$ cat src/hdl/drive_request_framer_crc16_assert.svh
// Assertion macros used by the framer RTL.
`ifndef DRIVE_REQUEST_FRAMER_CRC16_ASSERT_SVH
`define DRIVE_REQUEST_FRAMER_CRC16_ASSERT_SVH

// Same-cycle implication, disabled while reset is asserted.
`define DRFC_ASSERT_IMPL(lbl, clk, rst_n, ante, cons) \
    lbl: assert property (@(posedge clk) disable iff (!(rst_n)) (ante) |-> (cons)) \
        else $error("framer assertion failed");

// Next-cycle implication, disabled while reset is asserted.
`define DRFC_ASSERT_NEXT(lbl, clk, rst_n, ante, cons) \
    lbl: assert property (@(posedge clk) disable iff (!(rst_n)) (ante) |=> (cons)) \
        else $error("framer assertion failed");

`endif

$ cat src/hdl/drfc_pkg.sv
`default_nettype none

package drfc_pkg;

    localparam int PC_W      = 6;
    localparam int ROM_DEPTH = 42;
    localparam logic [15:0] CRC_POLY = 16'h1021;

    // Byte sources selected by a control word.
    localparam logic [3:0] SRC_IMM    = 4'd0;
    localparam logic [3:0] SRC_CODE2  = 4'd1;
    localparam logic [3:0] SRC_CODE1  = 4'd2;
    localparam logic [3:0] SRC_CODE0  = 4'd3;
    localparam logic [3:0] SRC_SUB    = 4'd4;
    localparam logic [3:0] SRC_VAL2   = 4'd5;
    localparam logic [3:0] SRC_VAL1   = 4'd6;
    localparam logic [3:0] SRC_VAL0   = 4'd7;
    localparam logic [3:0] SRC_CRC_HI = 4'd8;
    localparam logic [3:0] SRC_CRC_LO = 4'd9;

    // Jump conditions, evaluated while the step's byte is emitted.
    localparam logic [2:0] JC_NONE     = 3'd0;
    localparam logic [2:0] JC_ALWAYS   = 3'd1;
    localparam logic [2:0] JC_DT0      = 3'd2;
    localparam logic [2:0] JC_DT1      = 3'd3;
    localparam logic [2:0] JC_CODE_HI  = 3'd4;
    localparam logic [2:0] JC_CODE_MID = 3'd5;

    // Program entry points and jump targets.
    localparam logic [PC_W-1:0] A_WRITE  = 6'd0;
    localparam logic [PC_W-1:0] A_DT0    = 6'd18;
    localparam logic [PC_W-1:0] A_WR_INT = 6'd12;
    localparam logic [PC_W-1:0] A_READ   = 6'd25;
    localparam logic [PC_W-1:0] A_RD_MID = 6'd30;
    localparam logic [PC_W-1:0] A_RD_HI  = 6'd34;
    localparam logic [PC_W-1:0] A_CRC    = 6'd40;

    localparam logic [7:0] B_WR_HDR = 8'hC5;
    localparam logic [7:0] B_RD_HDR = 8'hA5;
    localparam logic [7:0] B_RD_CMD = 8'h03;
    localparam logic [7:0] B_LEN_S  = 8'h05;
    localparam logic [7:0] B_LEN_L  = 8'h08;
    localparam logic [7:0] B_ZERO   = 8'h00;

    typedef struct packed {
        logic [3:0]      src;
        logic [7:0]      imm;
        logic [2:0]      jc;
        logic [PC_W-1:0] target;
        logic            last;
    } t_uop;

    typedef struct packed {
        logic       clear;
        logic       update;
        logic [7:0] data;
    } t_crc_ctl;

    function automatic t_uop f_uop(logic [3:0] src, logic [7:0] imm, logic [2:0] jc,
                                   logic [PC_W-1:0] target, logic last);
        t_uop u;
        u.src    = src;
        u.imm    = imm;
        u.jc     = jc;
        u.target = target;
        u.last   = last;
        return u;
    endfunction

    function automatic t_uop f_emit(logic [3:0] src);
        return f_uop(src, B_ZERO, JC_NONE, A_WRITE, 1'b0);
    endfunction

    function automatic t_uop f_const(logic [7:0] imm);
        return f_uop(SRC_IMM, imm, JC_NONE, A_WRITE, 1'b0);
    endfunction

    // Microcode program: write frames from address zero, read frames from A_READ.
    function automatic t_uop f_rom(logic [PC_W-1:0] pc);
        t_uop u;
        case (pc)
            6'd0:  u = f_const(B_WR_HDR);
            6'd1:  u = f_uop(SRC_IMM, B_ZERO, JC_DT0, A_DT0, 1'b0);
            6'd2:  u = f_const(B_LEN_L);
            6'd3:  u = f_emit(SRC_CODE1);
            6'd4:  u = f_emit(SRC_CODE0);
            6'd5:  u = f_uop(SRC_SUB, B_ZERO, JC_DT1, A_WR_INT, 1'b0);
            6'd6:  u = f_emit(SRC_VAL2);
            6'd7:  u = f_emit(SRC_VAL1);
            6'd8:  u = f_emit(SRC_VAL0);
            6'd9:  u = f_const(B_ZERO);
            6'd10: u = f_const(B_ZERO);
            6'd11: u = f_uop(SRC_IMM, B_ZERO, JC_ALWAYS, A_CRC, 1'b0);
            6'd12: u = f_const(B_ZERO);
            6'd13: u = f_const(B_ZERO);
            6'd14: u = f_const(B_ZERO);
            6'd15: u = f_emit(SRC_VAL2);
            6'd16: u = f_emit(SRC_VAL1);
            6'd17: u = f_uop(SRC_VAL0, B_ZERO, JC_ALWAYS, A_CRC, 1'b0);
            6'd18: u = f_const(B_LEN_S);
            6'd19: u = f_emit(SRC_CODE1);
            6'd20: u = f_emit(SRC_CODE0);
            6'd21: u = f_emit(SRC_SUB);
            6'd22: u = f_const(B_ZERO);
            6'd23: u = f_emit(SRC_VAL1);
            6'd24: u = f_uop(SRC_VAL0, B_ZERO, JC_ALWAYS, A_CRC, 1'b0);
            6'd25: u = f_uop(SRC_IMM, B_RD_HDR, JC_CODE_HI, A_RD_HI, 1'b0);
            6'd26: u = f_uop(SRC_IMM, B_RD_CMD, JC_CODE_MID, A_RD_MID, 1'b0);
            6'd27: u = f_const(8'h01);
            6'd28: u = f_emit(SRC_CODE0);
            6'd29: u = f_uop(SRC_SUB, B_ZERO, JC_ALWAYS, A_CRC, 1'b0);
            6'd30: u = f_const(8'h02);
            6'd31: u = f_emit(SRC_CODE1);
            6'd32: u = f_emit(SRC_CODE0);
            6'd33: u = f_uop(SRC_SUB, B_ZERO, JC_ALWAYS, A_CRC, 1'b0);
            6'd34: u = f_const(B_RD_CMD);
            6'd35: u = f_const(8'h03);
            6'd36: u = f_emit(SRC_CODE2);
            6'd37: u = f_emit(SRC_CODE1);
            6'd38: u = f_emit(SRC_CODE0);
            6'd39: u = f_emit(SRC_SUB);
            6'd40: u = f_emit(SRC_CRC_HI);
            6'd41: u = f_uop(SRC_CRC_LO, B_ZERO, JC_NONE, A_WRITE, 1'b1);
            default: u = f_uop(SRC_CRC_LO, B_ZERO, JC_NONE, A_WRITE, 1'b1);
        endcase
        return u;
    endfunction

    // Remainder of idx<<8 for the check polynomial, MSB first.
    function automatic logic [15:0] f_crc_table(logic [7:0] idx);
        logic [15:0] r;
        r = {idx, 8'h00};
        for (int k = 0; k < 8; k++) begin
            if (r[15]) begin
                r = {r[14:0], 1'b0} ^ CRC_POLY;
            end else begin
                r = {r[14:0], 1'b0};
            end
        end
        return r;
    endfunction

endpackage

`default_nettype wire

$ cat src/hdl/drfc_crc16.sv
`default_nettype none

module drfc_crc16
    import drfc_pkg::*;
(
    input  wire logic        i_clk,
    input  wire logic        i_rst_n,
    input  wire t_crc_ctl    i_ctl,
    output logic [15:0]      o_crc
);

    logic [15:0] r_crc;
    logic [15:0] n_crc;

    // Table-driven update, one frame byte per cycle while update is set.
    always_comb begin
        n_crc = r_crc;
        if (i_ctl.clear) begin
            n_crc = 16'h0000;
        end else if (i_ctl.update) begin
            n_crc = f_crc_table(r_crc[15:8]) ^ {r_crc[7:0], 8'h00} ^ {8'h00, i_ctl.data};
        end
    end

    always_ff @(posedge i_clk) begin
        if (!i_rst_n) begin
            r_crc <= 16'h0000;
        end else begin
            r_crc <= n_crc;
        end
    end

    assign o_crc = r_crc;

endmodule

`default_nettype wire

$ cat src/hdl/drive_request_framer_crc16.sv
// Drive parameter request framer.
// The input channel (i_valid / o_stall) takes one request: operation, code,
// value, subindex and data type. The output channel (o_valid / i_stall)
// returns the serial frame one byte per transaction, with o_last_byte set on
// the second check byte. Frames are 11 or 14 bytes for a write and 7, 8 or 9
// bytes for a read.
// A microcode table emits one byte per step while the output register is
// free. The request is registered first; the first byte is then selected
// from the table and enters the output register.
// The next request is accepted in the cycle that the last byte of the current
// frame enters the output register, so back-to-back requests keep the line
// busy with no gap between frames.
// When the receiver stalls, the held byte stays and the sequencer waits.
// Synchronous reset empties the output register and idles the sequencer;
// the block keeps nothing between requests.
`default_nettype none

module drive_request_framer_crc16
    import drfc_pkg::*;
(
    input  wire logic        i_clk,
    input  wire logic        i_rst_n,
    input  wire logic        i_valid,
    output logic             o_stall,
    input  wire logic        i_operation,
    input  wire logic [23:0] i_code_number,
    input  wire logic [23:0] i_param_value,
    input  wire logic [7:0]  i_sub_index,
    input  wire logic [1:0]  i_data_type,
    output logic             o_valid,
    input  wire logic        i_stall,
    output logic [7:0]       o_frame_byte,
    output logic             o_last_byte
);

    `include "drive_request_framer_crc16_assert.svh"

    logic            r_busy;
    logic [PC_W-1:0] r_pc;
    logic [23:0]     r_code;
    logic [23:0]     r_val;
    logic [7:0]      r_sub;
    logic [1:0]      r_dt;
    logic            r_valid;
    logic [7:0]      r_byte;
    logic            r_last;

    t_uop            uop;
    t_crc_ctl        crc_ctl;
    logic [15:0]     crc;
    logic            slot_free;
    logic            fire;
    logic            in_acc;
    logic            take;
    logic [7:0]      byte_sel;

    assign uop       = f_rom(r_pc);
    assign slot_free = !r_valid || !i_stall;
    assign fire      = r_busy && slot_free;
    assign o_stall   = r_busy && !(fire && uop.last);
    assign in_acc    = i_valid && !o_stall;

    always_comb begin
        unique case (uop.src)
            SRC_IMM:    byte_sel = uop.imm;
            SRC_CODE2:  byte_sel = r_code[23:16];
            SRC_CODE1:  byte_sel = r_code[15:8];
            SRC_CODE0:  byte_sel = r_code[7:0];
            SRC_SUB:    byte_sel = r_sub;
            SRC_VAL2:   byte_sel = r_val[23:16];
            SRC_VAL1:   byte_sel = r_val[15:8];
            SRC_VAL0:   byte_sel = r_val[7:0];
            SRC_CRC_HI: byte_sel = crc[15:8];
            SRC_CRC_LO: byte_sel = crc[7:0];
            default:    byte_sel = B_ZERO;
        endcase
    end

    always_comb begin
        unique case (uop.jc)
            JC_NONE:     take = 1'b0;
            JC_ALWAYS:   take = 1'b1;
            JC_DT0:      take = (r_dt == 2'd0);
            JC_DT1:      take = (r_dt == 2'd1);
            JC_CODE_HI:  take = (r_code[23:16] != 8'h00);
            JC_CODE_MID: take = (r_code[15:8] != 8'h00);
            default:     take = 1'b0;
        endcase
    end

    // The check bytes themselves are not folded into the check.
    always_comb begin
        crc_ctl.clear  = in_acc;
        crc_ctl.update = fire && (uop.src != SRC_CRC_HI) && (uop.src != SRC_CRC_LO);
        crc_ctl.data   = byte_sel;
    end

    drfc_crc16 u_crc (
        .i_clk   (i_clk),
        .i_rst_n (i_rst_n),
        .i_ctl   (crc_ctl),
        .o_crc   (crc)
    );

    always_ff @(posedge i_clk) begin
        if (!i_rst_n) begin
            r_busy  <= 1'b0;
            r_pc    <= A_WRITE;
            r_valid <= 1'b0;
        end else begin
            if (in_acc) begin
                r_busy <= 1'b1;
                r_pc   <= i_operation ? A_READ : A_WRITE;
            end else if (fire) begin
                if (uop.last) begin
                    r_busy <= 1'b0;
                end
                r_pc <= take ? uop.target : r_pc + 1'b1;
            end
            if (fire) begin
                r_valid <= 1'b1;
            end else if (!i_stall) begin
                r_valid <= 1'b0;
            end
        end
    end

    always_ff @(posedge i_clk) begin
        if (in_acc) begin
            r_code <= i_code_number;
            r_val  <= i_param_value;
            r_sub  <= i_sub_index;
            r_dt   <= i_data_type;
        end
        if (fire) begin
            r_byte <= byte_sel;
            r_last <= uop.last;
        end
    end

    assign o_valid      = r_valid;
    assign o_frame_byte = r_byte;
    assign o_last_byte  = r_last;

    `DRFC_ASSERT_IMPL(a_acc_idle, i_clk, i_rst_n, in_acc, !r_busy || (fire && uop.last))
    `DRFC_ASSERT_NEXT(a_done_idle, i_clk, i_rst_n, fire && uop.last && !in_acc, !r_busy)
    `DRFC_ASSERT_IMPL(a_pc_range, i_clk, i_rst_n, r_busy, r_pc < PC_W'(ROM_DEPTH))
    `DRFC_ASSERT_IMPL(a_last_crc, i_clk, i_rst_n, fire && uop.last, uop.src == SRC_CRC_LO)

endmodule

`default_nettype wire

$ cat config.mk
export PLATFORM = sky130hd
export DESIGN_NAME = drive_request_framer_crc16
export DESIGN_NICKNAME = d
export VERILOG_FILES = /design/src/hdl/drfc_pkg.sv /design/src/hdl/drfc_crc16.sv /design/src/hdl/drive_request_framer_crc16.sv
export VERILOG_INCLUDE_DIRS = /design/src /design/src/hdl
export SDC_FILE = /design/constraint.sdc
export NUM_CORES = 1
export LEC_CHECK = 0
export BUFFER_PORTS_ARGS = -buffer_cell sky130_fd_sc_hd__buf_2
export CORE_ASPECT_RATIO = 1.75
export CORE_MARGIN = 2
export CORE_UTILIZATION = 45
export DETAILED_ROUTE_END_ITERATION = 7
export GPL_TIMING_DRIVEN = 0
export PLACE_DENSITY = 0.68
export SETUP_SLACK_MARGIN = 0.4
export SYNTH_ARGS = -nofsm -noshare
export SYNTH_HDL_FRONTEND = slang
export SYNTH_HIERARCHICAL = 1
export SYNTH_SLANG_ARGS = --single-unit
export TNS_END_PERCENT = 10
$ cat constraint.sdc
create_clock -name i_clk -period 4.1 [get_ports i_clk]
set_input_delay 0.41 -clock i_clk [delete_from_list [all_inputs] [get_ports i_clk]]
set_output_delay 0.41 -clock i_clk [all_outputs]
set_load 0.005 [all_outputs]
==> run_results.csv <==
group,metric,value,unit
synth,synthCells,460,
sta,final_hold_viol_count,0,
clock_network,cts_made_buffers,9,
job,cap_violations,0,
clock_network,clock_sinks,110,
final_layout,area_delta_synth_final,17.8,%
setup_path,critPathBufInv,3,
run_status,outcome,"complete, but fails checks",
die,chipHeight,146,um
sta,period_share,0.829,
synth,async_flop_share,0,
clock_network,ctsHoldBuffers,0,
global_route,grt_max_degree,33,
clock_network,clockBufferDepth,2,
global_route,grt_pass1_vias,4101,
placement,hpwl,10600,um
setup_path,r2r-end,"uop[20]",
synth,netlist_area,5220,sq um
pwr,leakage,2.32,nW
setup_path,crit_fanout,9,
global_route,busiest_layer,"met2",
synth,ys_seq_area_frac,0.550,
die,core_area,11500,sq um
routing,vias,4034,
final_layout,post-route-util,0.537,
hold_path,hold_path_class,"primary input to register",
setup_path,r2r-start,"r_code[11]",
global_route,use_met1,0.235,
routing,dr.pass1.iters,8,
clock_network,cts_tree,"done",
setup_path,required,4270,ps
routing,wl_per_cell,19.7,um
clock_network,cts-root-buf,"clkbuf_16",
hold_path,worstHoldEndpoint,"r_code[5]",
global_route,grt_overflow,0,
synth,synthFlopType,"edfxtp_1",
die,fp.dieW,85.4,um
final_layout,n_antenna_cell,0,
global_route,grtUsageTotal,0.223,
die,dieArea,12500,sq um
sta,rsz0062_at_grt,"no",
sta,fmax,294,MHz
final_layout,nets,620,
setup_path,cpPeakStageDelay,450,ps
sta,hold_slack,224,ps
sta,setup_viol,0,
setup_path,critPathCaptureType,"register",
synth,synth_edf_count,67,
sta,worstMarginPinSlew,689,ps
sta,fin_crit,3400,ps
die,io_pins,74,
setup_path,critPathSlowestCell,"edfxtp_1",
final_layout,instances_no_fill,691,
setup_path,start_kind,"register",
pwr,power_frac_seq,0.480,
setup_path,reg2regPathDepth,13,
pwr,power.density,449,nW/um^2
placement,port_buffers,73,
sta,drv_slew,0,
placement,gp_congestion,0.972,
global_route,grt_use_met2,0.410,
pwr,ir_worst_vdd,0.000330,V
routing,vias_per_cell,5.84,
setup_path,worstPathArrival,3570,ps
hold_path,hp-start,"i_code_number[5]",
routing,drt-total-wl,13600,um
synth,ys_seq_elements,110,
die,start_util,0.456,
pwr,clockPowerShare,0.312,
synth,synth.distinct_cells,82,
die,num_rows,52,
setup_path,crit_type,"register to register",
synth,postSynthAreaPerCell,11.3,sq um
pwr,power,0.00276,W
run_status,violations,"design-rule violations",
setup_path,worstPathCellList,"nor4_1, nand4_1, o211ai_2, nand2_1, a311oi_4, buf_4, inv_2, ha_1, buf_2, mux2_2, a31oi_1, a2bb2oi_1, o21ai_0",
routing,drc_errors,1,
setup_path,cp_top_family,"compound AO/OA/AOI/OAI gates",
placement,placed_cells,670,
setup_path,r2r_slack,700,ps
final_layout,drive_gt1_frac,0.239,
sta,slew_headroom,0.540,
clock_network,clkTransAtPathRegs,80,ps
global_route,grt_util_met3,0.0322,
pwr,p_sw_frac,0.294,
synth,synth_nets,529,
global_route,antenna_found_initial,0,
sta,skew,9.94,ps
routing,antenna_left,0,
pwr,internal-power,0.00195,W
pwr,share_comb_of_total_power,0.208,
global_route,grt_first_pass_wirelength,21200,um
hold_path,hold_path_depth,1,
clock_network,clock_latency,350,ps
routing,drtIter0Drc,305,
pwr,switching_power,0.000811,W
synth,synth_warnings,6,
clock_network,htreeDepth,3,
==> power groups by stage <==
stage | combinational, W | sequential [W] | clock (W)
floorplan | 0.000386 | 0.00133 | 0
global placement | 0.000543 | 0.00135 | 0
detailed placement | 0.000559 | 0.00135 | 0
CTS | 0.000564 | 0.00132 | 0.000876
global route | 0.000624 | 0.00133 | 0.000920
finish | 0.000574 | 0.00132 | 0.000861
==> cell usage after synthesis, types with 10 or more instances <==
master	number	area, sq um
edfxtp_1	67	2010
dfxtp_1	43	861
a21oi_1	26	130
clkbuf_1	12	45.0
o21ai_0	20	100
nand2_1	37	139
nand3_1	10	50.1
mux2i_1	15	150
nor3_1	10	50.1
nor2_1	26	97.6
inv_1	13	48.8
xnor2_1	20	175
==> sequential cells by signal, indices dropped and copies added (netlist names) <==
signal,count
o_valid,1
r_busy,1
o_frame_byte,8
r_code,24
o_last_byte,1
uop,19
r_val,24
r_dt,2
r_pc,6
u_crc/o_crc,16
r_sub,8
==> metal layers <==
metal | routed length [um] | up-vias
li1 | - | 1923
met1 | 4830 | 1911
met2 | 7490 | 153
met3 | 556 | 47
met4 | 740 | 0
met5 | 0 | -
==> area by class of cell <==
| type | instances | area [sq um] |
|---|---|---|
| Tap cell | 135 | 169 |
| Timing Repair Buffer | 80 | 443 |
| Buffer | 19 | 92.6 |
| Clock inverter | 7 | 76.3 |
| Fill cell | 1007 | 5300 |
| Multi-Input combinational cell | 313 | 2200 |
| Sequential cell | 110 | 2870 |
| Clock buffer | 9 | 225 |
| Inverter | 18 | 71.3 |
==> logic make-up after synthesis <==
group                    share of synthesized area
adder cells (fa/ha/maj)                     0.0144
AND/OR/NAND/NOR                              0.137
AO/OA/AOI/OAI                                0.169
buffers and inverters                       0.0314
flip-flops                                   0.550
XOR/XNOR                                    0.0446
multiplexers                                0.0537
==> timing repair <==
item,4_1_cts,5_1_grt
resized for setup,0,1
setup endpoints to repair,0,1
setup buffers,0,5
==> layout by cell type (no fill, tap or decap), types with 7 or more instances in the layout <==
cell type and instances:
buf_2 74, edfxtp_1 67, dfxtp_1 43, nand2_1 37, nor2_1 26, a21oi_1 26, o21ai_0 20, xnor2_1 20
mux2i_1 15, inv_1 13, clkbuf_1 12, nand3_1 10, nor3_1 10, clkbuf_16 9, and3_1 8, o22ai_1 8
nor2b_1 7
==> through the flow <==
step | worst slack (ps) | setup TNS, ps | cell area [sq um]
finish | 702 | 0 | 6150
detailed placement | 406 | 0 | 5800
floorplan | 504 | 0 | 5230
CTS | 541 | 0 | 6100
global route | 435 | 0 | 6150
global placement | -513 | -1820 | 5760
==> how the worst max path moves through the flow <==
| stage | end | slack, ps | startpoint | depth (start not counted) |
|---|---|---|---|---|
| 2_1_floorplan | uop[20] | 500 | i_stall | 11 |
| 3_3_place_gp | uop[20] | -510 | i_stall | 12 |
| 3_5_place_dp | uop[20] | 410 | i_stall | 13 |
| 4_1_cts | uop[20] | 540 | r_code[13] | 12 |
| 5_1_grt | uop[20] | 440 | r_code[11] | 13 |
| 6_report | uop[20] | 700 | r_code[11] | 13 |
(Power assumes the default switching activity.)
